===== src/rtl/flu_pkg.sv =====
// Shared types and constants of the frame loader.
// Used by the front and back ends, the queue and the top level.
package flu_pkg;

  // Input operation codes
  localparam logic OP_FRAME = 1'b0;
  localparam logic OP_TICK  = 1'b1;

  // Result kinds and exit causes
  localparam logic KIND_WRITE    = 1'b0;
  localparam logic KIND_EXIT     = 1'b1;
  localparam logic CAUSE_PATTERN = 1'b0;
  localparam logic CAUSE_TIMEOUT = 1'b1;

  // Register indexes (byte address / 4)
  localparam logic [1:0] REG_START   = 2'd0;
  localparam logic [1:0] REG_TIMEOUT = 2'd1;
  localparam logic [1:0] REG_INIT    = 2'd2;

  // Register reset values
  localparam logic [15:0] START_RESET   = 16'hC00;
  localparam logic [7:0]  TIMEOUT_RESET = 8'd5;
  localparam logic [4:0]  INIT_RESET    = 5'd10;

  // Unlock pattern step between frames
  localparam logic [8:0] PATTERN_STEP = 9'd10;

  // Depth of the command queue between front and back
  localparam int unsigned QUEUE_DEPTH = 4;

  typedef enum logic [1:0] {
    CMD_STORE = 2'd0,
    CMD_FLUSH = 2'd1,
    CMD_EXIT  = 2'd2
  } cmd_op_e;

  // One command from the front end to the back end
  typedef struct packed {
    cmd_op_e     op;
    logic        cause;
    logic [63:0] data;
  } cmd_t;

  // Live configuration seen by the front end
  typedef struct packed {
    logic [7:0] timeout_ticks;
    logic [4:0] init_frames;
  } front_cfg_t;

  // Load of the block address by a start address write
  typedef struct packed {
    logic        load;
    logic [15:0] value;
  } addr_load_t;

  // Front end status
  typedef struct packed {
    logic finished;
    logic push;
  } front_stat_t;

  // Queue status
  typedef struct packed {
    logic full;
    logic empty;
  } queue_stat_t;

endpackage


===== src/rtl/flu_ifs.sv =====
// Valid/ready channel interfaces of the frame loader: input items and result items.
// Depends on nothing but plain logic types.
interface flu_in_if;
  logic        valid;
  logic        ready;
  logic        op;
  logic [63:0] frame_data;

  modport source (output valid, output op, output frame_data, input ready);
  modport sink   (input valid, input op, input frame_data, output ready);
endinterface

interface flu_out_if;
  logic        valid;
  logic        ready;
  logic        kind;
  logic [15:0] word_address;
  logic [63:0] word_data;
  logic        erase_first;
  logic        exit_cause;
  logic        last;

  modport source (output valid, output kind, output word_address, output word_data,
                  output erase_first, output exit_cause, output last, input ready);
  modport sink   (input valid, input kind, input word_address, input word_data,
                  input erase_first, input exit_cause, input last, output ready);
endinterface


===== src/rtl/frame_loader_with_unlock_and_timeout_core.sv =====
// Frame loader top level: configuration registers, front end, command queue, back end.
// Depends on flu_pkg, flu_ifs, flu_front, flu_queue and flu_back.
//
// Usage: frames and ticks enter on in_i; the first init_frames frames must carry the
// unlock pattern, later frames are buffered and every BLOCK_BYTES/8-th frame releases
// a block of BLOCK_BYTES/8 word writes on out_o, the first flagged for erase. A bad
// pattern or timeout_ticks idle ticks gives one exit result, after which items are
// accepted and dropped. Each item is accepted while the four-entry command queue
// has room; a full block drains one word per cycle, while the output slot is free,
// from the block buffer's read port, and a stalled output stalls the back end and,
// once the queue fills, the input. Configure only while idle; there is no clearing
// pass after reset.
module frame_loader_with_unlock_and_timeout_core import flu_pkg::*; #(
  parameter int unsigned BLOCK_BYTES = 64
) (
  input  logic        clk_i,
  input  logic        rst_ni,
  flu_in_if.sink      in_i,
  flu_out_if.source   out_o,
  input  logic        psel,
  input  logic        penable,
  input  logic        pwrite,
  input  logic [3:0]  paddr,
  input  logic [31:0] pwdata,
  output logic [31:0] prdata,
  output logic        pready
);

  logic [15:0] start_q;
  logic [7:0]  timeout_q;
  logic [4:0]  init_q;
  logic        cfg_wr, qpop;
  front_cfg_t  fcfg;
  addr_load_t  addr_load;
  front_stat_t fstat;
  queue_stat_t qstat;
  cmd_t        push_cmd, pop_cmd;

  assign pready = 1'b1;
  assign cfg_wr = psel && penable && pwrite && pready;

  // Hold configuration registers
  always_ff @(posedge clk_i or negedge rst_ni) begin
    if (!rst_ni) begin
      start_q   <= START_RESET;
      timeout_q <= TIMEOUT_RESET;
      init_q    <= INIT_RESET;
    end else if (cfg_wr) begin
      case (paddr[3:2])
        REG_START:   start_q   <= pwdata[15:0];
        REG_TIMEOUT: timeout_q <= pwdata[7:0];
        REG_INIT:    init_q    <= pwdata[4:0];
        default: ;
      endcase
    end
  end

  // Return register values on reads
  always_comb begin
    case (paddr[3:2])
      REG_START:   prdata = {16'd0, start_q};
      REG_TIMEOUT: prdata = {24'd0, timeout_q};
      REG_INIT:    prdata = {27'd0, init_q};
      default:     prdata = '0;
    endcase
  end

  assign fcfg.timeout_ticks = timeout_q;
  assign fcfg.init_frames   = init_q;
  assign addr_load.load     = cfg_wr && (paddr[3:2] == REG_START);
  assign addr_load.value    = pwdata[15:0];

  flu_front #(.BLOCK_BYTES(BLOCK_BYTES)) u_front (
    .clk_i   (clk_i),
    .rst_ni  (rst_ni),
    .in_i    (in_i),
    .cfg_i   (fcfg),
    .qstat_i (qstat),
    .cmd_o   (push_cmd),
    .stat_o  (fstat)
  );

  flu_queue u_queue (
    .clk_i       (clk_i),
    .rst_ni      (rst_ni),
    .push_i      (fstat.push),
    .push_data_i (push_cmd),
    .pop_i       (qpop),
    .pop_data_o  (pop_cmd),
    .stat_o      (qstat)
  );

  flu_back #(.BLOCK_BYTES(BLOCK_BYTES)) u_back (
    .clk_i       (clk_i),
    .rst_ni      (rst_ni),
    .cmd_i       (pop_cmd),
    .qstat_i     (qstat),
    .pop_o       (qpop),
    .addr_load_i (addr_load),
    .out_o       (out_o)
  );

  // Nothing is issued once loading has ended
  a_no_push_after_exit: assert property (@(posedge clk_i) disable iff (!rst_ni)
    fstat.finished |-> !fstat.push)
    else $error("command issued after exit");

  // The queue never takes a command while full
  a_no_overflow: assert property (@(posedge clk_i) disable iff (!rst_ni)
    qstat.full |-> !fstat.push)
    else $error("push into full queue");

  // An exit result only shows after the front end has ended loading
  a_exit_after_finish: assert property (@(posedge clk_i) disable iff (!rst_ni)
    (out_o.valid && (out_o.kind == KIND_EXIT)) |-> fstat.finished)
    else $error("exit result without finished loader");

  // Loading ends only on an accepted item
  a_finish_on_item: assert property (@(posedge clk_i) disable iff (!rst_ni)
    $rose(fstat.finished) |-> $past(in_i.valid && in_i.ready))
    else $error("loader finished without an item");

endmodule


===== src/rtl/flu_queue.sv =====
// Short command queue between the front end and the back end.
// Depends on flu_pkg for the command type and depth.
module flu_queue import flu_pkg::*; (
  input  logic        clk_i,
  input  logic        rst_ni,
  input  logic        push_i,
  input  cmd_t        push_data_i,
  input  logic        pop_i,
  output cmd_t        pop_data_o,
  output queue_stat_t stat_o
);

  localparam int unsigned PtrW = $clog2(QUEUE_DEPTH);

  cmd_t            entry_q [QUEUE_DEPTH];
  logic [PtrW-1:0] wr_ptr_q, rd_ptr_q;
  logic [PtrW:0]   count_q;

  assign stat_o.full  = (count_q == (PtrW+1)'(QUEUE_DEPTH));
  assign stat_o.empty = (count_q == '0);
  assign pop_data_o   = entry_q[rd_ptr_q];

  // Store pushed commands
  always_ff @(posedge clk_i) begin
    if (push_i) begin
      entry_q[wr_ptr_q] <= push_data_i;
    end
  end

  // Advance pointers and occupancy
  always_ff @(posedge clk_i or negedge rst_ni) begin
    if (!rst_ni) begin
      wr_ptr_q <= '0;
      rd_ptr_q <= '0;
      count_q  <= '0;
    end else begin
      if (push_i) begin
        wr_ptr_q <= (wr_ptr_q == PtrW'(QUEUE_DEPTH - 1)) ? '0 : wr_ptr_q + 1'b1;
      end
      if (pop_i) begin
        rd_ptr_q <= (rd_ptr_q == PtrW'(QUEUE_DEPTH - 1)) ? '0 : rd_ptr_q + 1'b1;
      end
      if (push_i && !pop_i) begin
        count_q <= count_q + 1'b1;
      end else if (pop_i && !push_i) begin
        count_q <= count_q - 1'b1;
      end
    end
  end

endmodule


===== src/rtl/flu_front.sv =====
// Front end: accepts frames and ticks, checks the unlock pattern, keeps the idle
// timer and issues store, flush and exit commands. Depends on flu_pkg and flu_ifs.
module flu_front import flu_pkg::*; #(
  parameter int unsigned BLOCK_BYTES = 64
) (
  input  logic        clk_i,
  input  logic        rst_ni,
  flu_in_if.sink      in_i,
  input  front_cfg_t  cfg_i,
  input  queue_stat_t qstat_i,
  output cmd_t        cmd_o,
  output front_stat_t stat_o
);

  localparam int unsigned Words = BLOCK_BYTES / 8;
  localparam int unsigned CntW  = $clog2(Words);

  logic [4:0]      unlock_q, unlock_d;
  logic [CntW-1:0] fill_q, fill_d;
  logic [7:0]      idle_q, idle_d, idle_inc;
  logic            finished_q, finished_d;
  logic            accept, push, pattern_ok;
  logic [8:0]      base;

  assign in_i.ready = finished_q || !qstat_i.full;
  assign accept     = in_i.valid && in_i.ready;

  // Check byte i against unlock_count*10+i; values past 255 never match
  always_comb begin
    base       = 9'(unlock_q) * PATTERN_STEP;
    pattern_ok = 1'b1;
    for (int i = 0; i < 8; i++) begin
      if ({1'b0, in_i.frame_data[8*i +: 8]} != base + 9'(i)) begin
        pattern_ok = 1'b0;
      end
    end
  end

  assign idle_inc = (idle_q == 8'hFF) ? idle_q : idle_q + 8'd1;

  // Classify the item and build the command
  always_comb begin
    unlock_d   = unlock_q;
    fill_d     = fill_q;
    idle_d     = idle_q;
    finished_d = finished_q;
    push       = 1'b0;
    cmd_o.op    = CMD_STORE;
    cmd_o.cause = CAUSE_PATTERN;
    cmd_o.data  = in_i.frame_data;
    if (accept && !finished_q) begin
      if (in_i.op == OP_TICK) begin
        idle_d = idle_inc;
        if (idle_inc >= cfg_i.timeout_ticks) begin
          finished_d  = 1'b1;
          push        = 1'b1;
          cmd_o.op    = CMD_EXIT;
          cmd_o.cause = CAUSE_TIMEOUT;
        end
      end else begin
        idle_d = '0;
        if (unlock_q < cfg_i.init_frames) begin
          if (pattern_ok) begin
            unlock_d = unlock_q + 5'd1;
          end else begin
            finished_d = 1'b1;
            push       = 1'b1;
            cmd_o.op   = CMD_EXIT;
          end
        end else begin
          push = 1'b1;
          if (fill_q == CntW'(Words - 1)) begin
            cmd_o.op = CMD_FLUSH;
            fill_d   = '0;
          end else begin
            fill_d = fill_q + 1'b1;
          end
        end
      end
    end
  end

  assign stat_o.finished = finished_q;
  assign stat_o.push     = push;

  // Hold loader state
  always_ff @(posedge clk_i or negedge rst_ni) begin
    if (!rst_ni) begin
      unlock_q   <= '0;
      fill_q     <= '0;
      idle_q     <= '0;
      finished_q <= 1'b0;
    end else begin
      unlock_q   <= unlock_d;
      fill_q     <= fill_d;
      idle_q     <= idle_d;
      finished_q <= finished_d;
    end
  end

endmodule


===== src/rtl/flu_back.sv =====
// Back end: fills the block buffer, drains full blocks as word writes and sends
// exit results through the output register. Depends on flu_pkg and flu_ifs.
module flu_back import flu_pkg::*; #(
  parameter int unsigned BLOCK_BYTES = 64
) (
  input  logic        clk_i,
  input  logic        rst_ni,
  input  cmd_t        cmd_i,
  input  queue_stat_t qstat_i,
  output logic        pop_o,
  input  addr_load_t  addr_load_i,
  flu_out_if.source   out_o
);

  localparam int unsigned Words = BLOCK_BYTES / 8;
  localparam int unsigned IdxW  = $clog2(Words);

  typedef enum logic [1:0] {
    ST_IDLE  = 2'b01,
    ST_DRAIN = 2'b10
  } back_state_e;

  back_state_e     state_q, state_d;
  logic [IdxW-1:0] wptr_q, wptr_d, word_q, word_d;
  logic [15:0]     addr_q, addr_d;
  logic [63:0]     buffer [Words];
  logic [63:0]     rdata_q;
  logic            slot_free, pop, load_out;
  logic            out_valid_q;
  logic            kind_d, erase_d, cause_d, last_d;
  logic [15:0]     waddr_d;
  logic [63:0]     wdata_d;

  assign slot_free = !out_valid_q || out_o.ready;
  assign pop = !qstat_i.empty && (state_q == ST_IDLE) &&
               ((cmd_i.op != CMD_EXIT) || slot_free);
  assign pop_o = pop;

  // Sequence commands and the block drain
  always_comb begin
    state_d  = state_q;
    wptr_d   = wptr_q;
    word_d   = word_q;
    addr_d   = addr_q;
    load_out = 1'b0;
    kind_d   = KIND_WRITE;
    waddr_d  = addr_q + 16'({word_q, 3'b000});
    wdata_d  = rdata_q;
    erase_d  = (word_q == '0);
    cause_d  = CAUSE_PATTERN;
    last_d   = (word_q == IdxW'(Words - 1));
    unique case (state_q)
      ST_IDLE: begin
        if (pop) begin
          case (cmd_i.op)
            CMD_STORE: wptr_d = wptr_q + 1'b1;
            CMD_FLUSH: begin
              wptr_d  = '0;
              word_d  = '0;
              state_d = ST_DRAIN;
            end
            CMD_EXIT: begin
              load_out = 1'b1;
              kind_d   = KIND_EXIT;
              waddr_d  = '0;
              wdata_d  = '0;
              erase_d  = 1'b0;
              cause_d  = cmd_i.cause;
              last_d   = 1'b1;
            end
            default: ;
          endcase
        end
      end
      ST_DRAIN: begin
        if (slot_free) begin
          load_out = 1'b1;
          if (word_q == IdxW'(Words - 1)) begin
            state_d = ST_IDLE;
            addr_d  = addr_q + 16'(BLOCK_BYTES);
          end else begin
            word_d = word_q + 1'b1;
          end
        end
      end
    endcase
    if (addr_load_i.load) begin
      addr_d = addr_load_i.value;
    end
  end

  // Write the buffer and prefetch the next word to send
  always_ff @(posedge clk_i) begin
    if (pop && (cmd_i.op != CMD_EXIT)) begin
      buffer[wptr_q] <= cmd_i.data;
    end
    rdata_q <= buffer[word_d];
  end

  // Hold the output register
  always_ff @(posedge clk_i) begin
    if (load_out) begin
      out_o.kind         <= kind_d;
      out_o.word_address <= waddr_d;
      out_o.word_data    <= wdata_d;
      out_o.erase_first  <= erase_d;
      out_o.exit_cause   <= cause_d;
      out_o.last         <= last_d;
    end
  end

  assign out_o.valid = out_valid_q;

  // Advance control state
  always_ff @(posedge clk_i or negedge rst_ni) begin
    if (!rst_ni) begin
      state_q     <= ST_IDLE;
      wptr_q      <= '0;
      word_q      <= '0;
      addr_q      <= START_RESET;
      out_valid_q <= 1'b0;
    end else begin
      state_q <= state_d;
      wptr_q  <= wptr_d;
      word_q  <= word_d;
      addr_q  <= addr_d;
      if (load_out) begin
        out_valid_q <= 1'b1;
      end else if (out_o.ready) begin
        out_valid_q <= 1'b0;
      end
    end
  end

endmodule

===== src/flat_wrapper.sv =====
// flat-port wrapper written by rule: the top's interface ports become plain ports
module frame_loader_with_unlock_and_timeout_core_flat import flu_pkg::*;
#(
  parameter int unsigned BLOCK_BYTES = 64
)
  (clk_i, rst_ni, psel, penable, pwrite, paddr, pwdata, prdata, pready, in_i_valid, in_i_op, in_i_frame_data, in_i_ready, out_o_valid, out_o_kind, out_o_word_address, out_o_word_data, out_o_erase_first, out_o_exit_cause, out_o_last, out_o_ready);
  flu_in_if in_i_i ();
  flu_out_if out_o_i ();
  input  logic clk_i;
  input  logic rst_ni;
  input  logic psel;
  input  logic penable;
  input  logic pwrite;
  input  logic [3:0] paddr;
  input  logic [31:0] pwdata;
  output logic [31:0] prdata;
  output logic pready;
  input wire logic [$bits(in_i_i.valid)-1:0] in_i_valid;
  input wire logic [$bits(in_i_i.op)-1:0] in_i_op;
  input wire logic [$bits(in_i_i.frame_data)-1:0] in_i_frame_data;
  output wire logic [$bits(in_i_i.ready)-1:0] in_i_ready;
  output wire logic [$bits(out_o_i.valid)-1:0] out_o_valid;
  output wire logic [$bits(out_o_i.kind)-1:0] out_o_kind;
  output wire logic [$bits(out_o_i.word_address)-1:0] out_o_word_address;
  output wire logic [$bits(out_o_i.word_data)-1:0] out_o_word_data;
  output wire logic [$bits(out_o_i.erase_first)-1:0] out_o_erase_first;
  output wire logic [$bits(out_o_i.exit_cause)-1:0] out_o_exit_cause;
  output wire logic [$bits(out_o_i.last)-1:0] out_o_last;
  input wire logic [$bits(out_o_i.ready)-1:0] out_o_ready;
  assign in_i_i.valid = in_i_valid;
  assign in_i_i.op = in_i_op;
  assign in_i_i.frame_data = in_i_frame_data;
  assign in_i_ready = in_i_i.ready;
  assign out_o_valid = out_o_i.valid;
  assign out_o_kind = out_o_i.kind;
  assign out_o_word_address = out_o_i.word_address;
  assign out_o_word_data = out_o_i.word_data;
  assign out_o_erase_first = out_o_i.erase_first;
  assign out_o_exit_cause = out_o_i.exit_cause;
  assign out_o_last = out_o_i.last;
  assign out_o_i.ready = out_o_ready;
  frame_loader_with_unlock_and_timeout_core #(.BLOCK_BYTES(BLOCK_BYTES)) u_core (.clk_i(clk_i), .rst_ni(rst_ni), .in_i(in_i_i), .out_o(out_o_i), .psel(psel), .penable(penable), .pwrite(pwrite), .paddr(paddr), .pwdata(pwdata), .prdata(prdata), .pready(pready));
endmodule

===== config.mk =====
export PLATFORM = sky130hd
export DESIGN_NAME = frame_loader_with_unlock_and_timeout_core_flat
export DESIGN_NICKNAME = d
export VERILOG_FILES = /design/src/rtl/flu_pkg.sv /design/src/rtl/flu_ifs.sv /design/src/rtl/frame_loader_with_unlock_and_timeout_core.sv /design/src/rtl/flu_queue.sv /design/src/rtl/flu_front.sv /design/src/rtl/flu_back.sv /design/src/flat_wrapper.sv
export SDC_FILE = /design/constraint.sdc
export NUM_CORES = 1
export LEC_CHECK = 0
export BUFFER_PORTS_ARGS = -buffer_cell sky130_fd_sc_hd__buf_2
export CAP_MARGIN = 20
export CORE_ASPECT_RATIO = 1.25
export CORE_MARGIN = 5
export CORE_UTILIZATION = 40
export DETAILED_ROUTE_END_ITERATION = 12
export MAX_ROUTING_LAYER = met4
export RECOVER_POWER = 25
export SKIP_CTS_REPAIR_TIMING = 1
export SYNTH_ARGS = -nofsm -noshare
export SYNTH_HDL_FRONTEND = slang
export SYNTH_SLANG_ARGS = --single-unit

===== constraint.sdc =====
create_clock -name clk_i -period 18.8 [get_ports clk_i]
set_input_delay 0.94 -clock clk_i [delete_from_list [all_inputs] [get_ports clk_i]]
set_output_delay 0.94 -clock clk_i [all_outputs]
set_load 0.01 [all_outputs]

# Word level (Yosys, flattened, before mapping)
# Memories as Yosys holds them, arrays and structs flattened. A register that Yosys moved wholly into a read port is not among the register bits.
# Cells that the tools add are included.
op_classes:
  n_addsub: 18
  mul: 1
  n_lt_le_gt_ge: 2
  eq_ne: 27
  mux: 69
  bitwise: 2
  n_reduce_logical: 40
op_table:
  columns: ["cell", "count"]
  rows:
  - ["64-bit 2-to-1 mux", 3]
  - ["16-bit 2-to-1 mux", 7]
  - ["8-bit by 9-bit != test with 1-bit output", 8]
  - ["16-bit one-hot mux with 3 select lines", 1]
  - ["9-bit by 3-bit adder with 9-bit output (second input constant)", 4]
  - ["1-bit 2-to-1 mux", 34]
  - ["3-bit 2-to-1 mux", 9]
  - ["9-bit by 2-bit adder with 9-bit output (second input constant)", 2]
  - ["2-bit 2-to-1 mux", 9]
  - ["16-bit by 6-bit adder with 16-bit output", 1]
  - ["16-bit by 7-bit adder with 16-bit output (second input constant)", 1]
  - ["8-bit 2-to-1 mux", 2]
  - ["2-bit nonzero test", 7]
  - ["3-bit by 1-bit adder with 3-bit output (second input constant)", 4]
  - ["3-bit one-hot mux with 2 select lines", 2]
  - ["3-bit AND reduction", 4]
  - ["4-bit AND reduction", 3]
  - ["2-bit equality test (second input constant)", 5]
  - ["1-bit logical AND", 10]
  - ["2-bit != test (second input constant)", 5]
  - ["9-bit by 1-bit adder with 9-bit output (second input constant)", 1]
  - ["3-bit equality test (second input constant)", 3]
  - ["8-bit by 1-bit adder with 8-bit output (second input constant)", 1]
  - ["8-bit equality test (second input constant)", 1]
  - ["other kinds (16)", 32]
word_totals:
  ff_bits: 162
  mem_bits_rw: 780
  inputBits: 108
  out_inout_bits: 119
  wordCells: 182
  mem_count: 2
memory_table:
  columns: ["name", "words", "word_bits", "read_ports", "rd_clocked_by_memory_dff", "write_ports", "line", "rtl"]
  rows:
  - ["u_core.u_back.buffer", 8, 64, 1, 1, 1, "flu_back.sv:26", "logic [63:0] buffer [Words];"]
  - ["u_core.u_queue.entry_q", 4, 67, 1, 0, 1, "flu_queue.sv:15", "cmd_t entry_q [QUEUE_DEPTH];"]

# Depth between registers and ports, before layout
logic_depth:
  ltp_word: 18
  depth_mapped: 20
  depth_no_buf: 20

# Modules after synthesis
# From an unflattened synthesis, not the netlist that was laid out.
hier_totals:
  cells_unflattened: 2576
  hier_area_um2: 41917.7
by_module_without_submodules:
  columns: ["mod", "instances", "cells_each", "area_each_um2", "seq_area_each_um2"]
  rows:
  - ["flu_back", 1, 1734, 27591.5, 19807.7]
  - ["flu_queue", 1, 388, 10093.4, 8222.9]
  - ["flu_front", 1, 339, 2763.9, 425.4]
  - ["frame_loader_with_unlock_and_timeout_core", 1, 115, 1468.9, 733.2]

# Worst setup path before layout
# No wires, ideal clock.
synth_timing:
  kind: "register to register"
  from: "register u_core.u_queue.rd_ptr_q[0]"
  to: "memory u_core.u_back.buffer[1][0] (enable)"
  setup_time_ns: 0.565
  arrival_ns: 5.762
  required_ns: 18.235
  setup_slack_ns: 12.473
  stages_incl_launch_ff: 6
  path_buffers: 1
  period_less_slack_ns: 6.327
  cell_sequence: "dfrtp_1 > clkbuf_1 > mux4_2 > nand2b_1 > nand3_1 > nor3_1"
synth_between:
  elab_chain_cells: 7
synth_lines:
  columns: ["element", "line", "rtl"]
  rows:
  - ["start, declared", "flu_queue.sv:16", "logic [PtrW-1:0] wr_ptr_q, rd_ptr_q;"]
  - ["start signal, assigned", "flu_queue.sv:41", "rd_ptr_q <= (rd_ptr_q == PtrW'(QUEUE_DEPTH - 1)) ? '0 : rd_ptr_q + 1'b1;"]
  - ["memory read 4 x 67 bit (*)", null, null]
  - ["2-bit != test (*)", "flu_back.sv:36, flu_back.sv:94", null]
  - ["1-bit logical OR", "flu_back.sv:36", "((cmd_i.op != CMD_EXIT) || slot_free);"]
  - ["1-bit logical AND", "flu_back.sv:35", "assign pop = !qstat_i.empty && (state_q == ST_IDLE) &&"]
  - ["1-bit logical AND (*)", "flu_back.sv:94", "if (pop && (cmd_i.op != CMD_EXIT)) begin"]
  - ["1-bit 2-to-1 mux (*)", "flu_back.sv:94", null]
  - ["1-bit 2-to-1 mux (implied by the code) (*)", "flu_back.sv:95", "buffer[wptr_q] <= cmd_i.data;"]
  - ["end, declared", "flu_back.sv:26", null]
# Mark *: on every way between the ends. The rest lies on a longest branch, timed or not.

# Final worst setup path
layout_timing:
  from: "register u_core.u_queue.rd_ptr_q[0]"
  to: "register u_core.u_back.rdata_q[12], read port of u_core.u_back.buffer"
layout_between:
  elab_chain_cells: 6
  word_cells_on_any_way: 8
  cone_classes: "eq/ne: 2; mux: 3; reduce/logical: 2; memory: 1"
layout_lines:
  columns: ["element", "line", "rtl"]
  rows:
  - ["memory read 4 x 67 bit (*)", null, null]
  - ["2-bit != test", "flu_back.sv:36", null]
  - ["1-bit logical OR", "flu_back.sv:36", null]
  - ["1-bit logical AND", "flu_back.sv:35", null]
  - ["3-bit 2-to-1 mux (*)", "flu_back.sv:54", "if (pop) begin"]
  - ["3-bit one-hot mux with 2 select lines (*)", "flu_back.sv:52", "unique case (state_q)"]
  - ["end, declared", "flu_back.sv:27", "logic [63:0] rdata_q;"]
# Marked as above.
# A chain may end at the register's enable or synchronous reset.

==> qor.txt <==
Status: finished with violations
Violated checks: capacitance limit, slew limit
Leak: 15.2 nW
Post-synthesis simple-gate area fraction: 6.71%
Final Power: 6.64 mW
Layout cells sized above 1: 18.9%
Setup TNS: 0 ns
Largest net degree at the start of global routing: 101
Total number of vias: 19198
Post-DRT Antenna Nets: 0
PortBufs: 191
Final Hold Vio Count: 0
DR WL/cell: 23.4 um
Top post-synthesis cells by count: edfxtp_1 (864), nand2_1 (315), mux4_2 (195)
Critical setup path kind: reg -> reg
Critical path cell sequence: mux4_2 -> nand2_1 -> a22o_4 -> buf_4 -> buf_4 -> mux4_2 -> nand2_1 -> nand2_1
Root Buffer: clkbuf_16
Final nets: 2496
Layout fillers: 8173
Drt initial violations: 1217
RSZ-0062 raised after global routing: no
Top delay family on crit path: flip-flops
Top FF cell, synth: edfxtp_1
Tmin final: 6.05 ns
Critical Path End Type: flop
Via-to-Cell Ratio: 5.12
Buf/Inv on CP: 2
Top cell type's share of synthesized area: 66.9%
Num ports: 227
Die Area: 0.103 mm^2
Critical Path Max Stage Delay: 2.27 ns
Fin. max-slew vios: 122
TritonCTS Sinks: 1006
Starting Density: 40.4%
Number of placement rows: 127
Cell with the most instances after synthesis: edfxtp_1
FF+latch count, synth: 1006
Worst endpoint required time: 19.32 ns
Cell count after synthesis: 2114
CP max FO: 64
DR DRC count: 0
Max-Cap Viols: 3
Grt ovf: 0
HP Class: reg -> reg
XOR/XNOR Fraction of Synth Area: 1.14%
Fin area: 0.0443 mm^2
Die Y: 358 um
Worst-Skew Late Latency: 0.67 ns
Post-synthesis mux area share: 12.1%
Crit path launch type: flop
CTS tree: yes
Most common cell on crit path: nand2_1
Final Setup Violations: 0
Pwr dens: 150 mW/mm^2
Syn-to-layout area delta: 14.2%
CTS buffer count: 97
Routability cong.: 0.826
Arrival time worst endpoint: 6.57 ns
Dpl cells: 3537
Largest family of logic cells by synthesized area: multiplexers
Post-synthesis compound-gate area fraction: 1.59%
Fraction of registers with async set/reset: 7.75%
Drt total wl: 87.9 mm
Syn. warnings: 0
Post-Syn Area: 0.0388 mm^2
Worst-path clk slew: 0.06 ns
Bufs on Longest Clock Path: 3
Max VDD drop: 0.000150 V
Global-route usage over all layers: 17.6%
Post-Syn Area per Cell: 18.4 um^2
Post-Place Worst Slack: 13.86 ns
Dpl cell area: 0.0412 mm^2
First-pass GRT wire length: 131 mm
Core Footprint: 0.0961 mm^2
Worst slew pin tran: 2.99 ns
CP max-delay cell: dfrtp_1
Die Wd: 289 um
Max frequency: 165 MHz
Fin Hold WS: 0.466 ns
Number of antenna violations at the first check in global routing: 30
H-tree levels: 3
Post-DP HPWL: 52.7 mm
Period utilization: 32.2%
Synth area leader: edfxtp_1
Post-synth EDFFs: 864
Seq/Total Area, Yosys: 75.2%
Library cells used by synthesis: 65
Rel. slew slack: -99.3%
Final Non-Filler Cells: 3747
Area contributors post-synth: edfxtp_1 (67%), mux4_2 (11%), dfrtp_1 (4.4%)
Final Util: 46.1%
Clock Skews: 0.0221 ns
Number of global-route vias before repair: 20101
Area of the multi-input gates: 0.00906 mm^2
Register Area: 0.0292 mm^2
TritonRoute pass-1 iters: 5
Setup ws final: 12.75 ns
Adder-cell share of the synthesized area: 1.38%
## final timing paths
| path | start | end | slack (ns) | cells after the start |
|---|---|---|---|---|
| setup / recovery | u_core.u_queue.rd_ptr_q[0]$_DFFE_PN0P_ | u_core.u_back.rdata_q[12]$_DFF_P_ | 12.75 | 8 |
| hold / removal | u_core.start_q[10]$_DFFE_PN1P_ | u_core.start_q[10]$_DFFE_PN1P_ | 0.47 | 2 |
| setup reg to reg | u_core.u_queue.rd_ptr_q[0]$_DFFE_PN0P_ | u_core.u_back.rdata_q[12]$_DFF_P_ | 12.75 | 8 |
| hold reg to reg | u_core.start_q[10]$_DFFE_PN1P_ | u_core.start_q[10]$_DFFE_PN1P_ | 0.47 | 2 |
| max in group asynchronous | rst_ni | u_core.u_front.unlock_q[2]$_DFFE_PN0P_ | 14.67 | 2 |
| min in group asynchronous | rst_ni | u_core.start_q[14]$_DFFE_PN0P_ | 0.62 | 1 |
## cells by family (layout without fill, tap and decap cells)
logic type               Yosys count  after routing
AO/OA/AOI/OAI                    100            100
multiplexers                     224            224
XOR/XNOR                          45             45
AND/OR/NAND/NOR                  560            560
buffers and inverters            136            439
other                              2             42
flip-flops                      1006           1006
adder cells (fa/ha/maj)           41             41
## where the power goes
| part | internal [mW] | switching, mW |
|---|---|---|
| clock network | 1.14 | 0.836 |
| logic | 0.703 | 0.985 |
| registers | 2.85 | 0.127 |
## worst reg2reg max path: stages (launching register included)
cell and delay (ns):
dfrtp_1 2.27, mux4_2 0.80, nand2_1 0.18, a22o_4 0.22
buf_4 0.70, buf_4 1.00, mux4_2 0.53, nand2_1 0.08
nand2_1 0.13
## placed cells by master, fill, tap and decap left out, types with 20 or more instances in the layout
cell | netlist | routed
mux4_2 | 195 | 195
a21oi_1 | 20 | 20
nor2_1 | 49 | 43
clkbuf_16 | 0 | 98
inv_1 | 34 | 33
ha_1 | 38 | 38
xnor2_1 | 24 | 24
dfxtp_1 | 64 | 64
buf_4 | 20 | 26
nand3_1 | 23 | 23
clkbuf_1 | 39 | 174
and2_1 | 88 | 83
edfxtp_1 | 864 | 864
dfrtp_1 | 69 | 68
nand2_1 | 315 | 313
o21ai_0 | 47 | 47
diode_2 | 0 | 25
buf_2 | 15 | 46
## final cells by class
cell class / instances / share of cell area, %
timing repair buffer: 221 / 2.26
clock inverter: 56 / 1.49
clock buffer: 128 / 5.88
tap: 1290 / 3.64
inverter: 34 / 0.294
multi-input combinational: 987 / 20.4
antenna: 25 / 0.141
sequential: 1006 / 65.9
## sequential cells by signal (all words and copies together) (netlist names), 2 cells and up
name / count
u_core.init_q: 5
u_core.u_back.state_q: 2
u_core.u_back.wptr_q: 3
u_core.u_front.unlock_q: 5
u_core.u_back.rdata_q: 64
u_core.u_back.out_o.word_address: 16
u_core.u_back.buffer: 512
u_core.u_queue.rd_ptr_q: 2
u_core.u_back.out_o.word_data: 64
u_core.timeout_q: 8
u_core.u_back.word_q: 3
u_core.u_queue.wr_ptr_q: 2
u_core.start_q: 16
u_core.u_back.addr_q: 16
u_core.u_front.fill_q: 3
u_core.u_front.idle_q: 8
u_core.u_queue.entry_q: 268
u_core.u_queue.count_q: 3
## per-layer routing
layer	vias to the layer above	wire length (um)	track usage, %
met3	122	6070	4.48
met4	0	1730	4.37
met1	9927	35800	22.0
met5	-	0	-
li1	8608	-	-
met2	541	44300	28.9
Note: power is estimated with default switching activity, not from simulation.
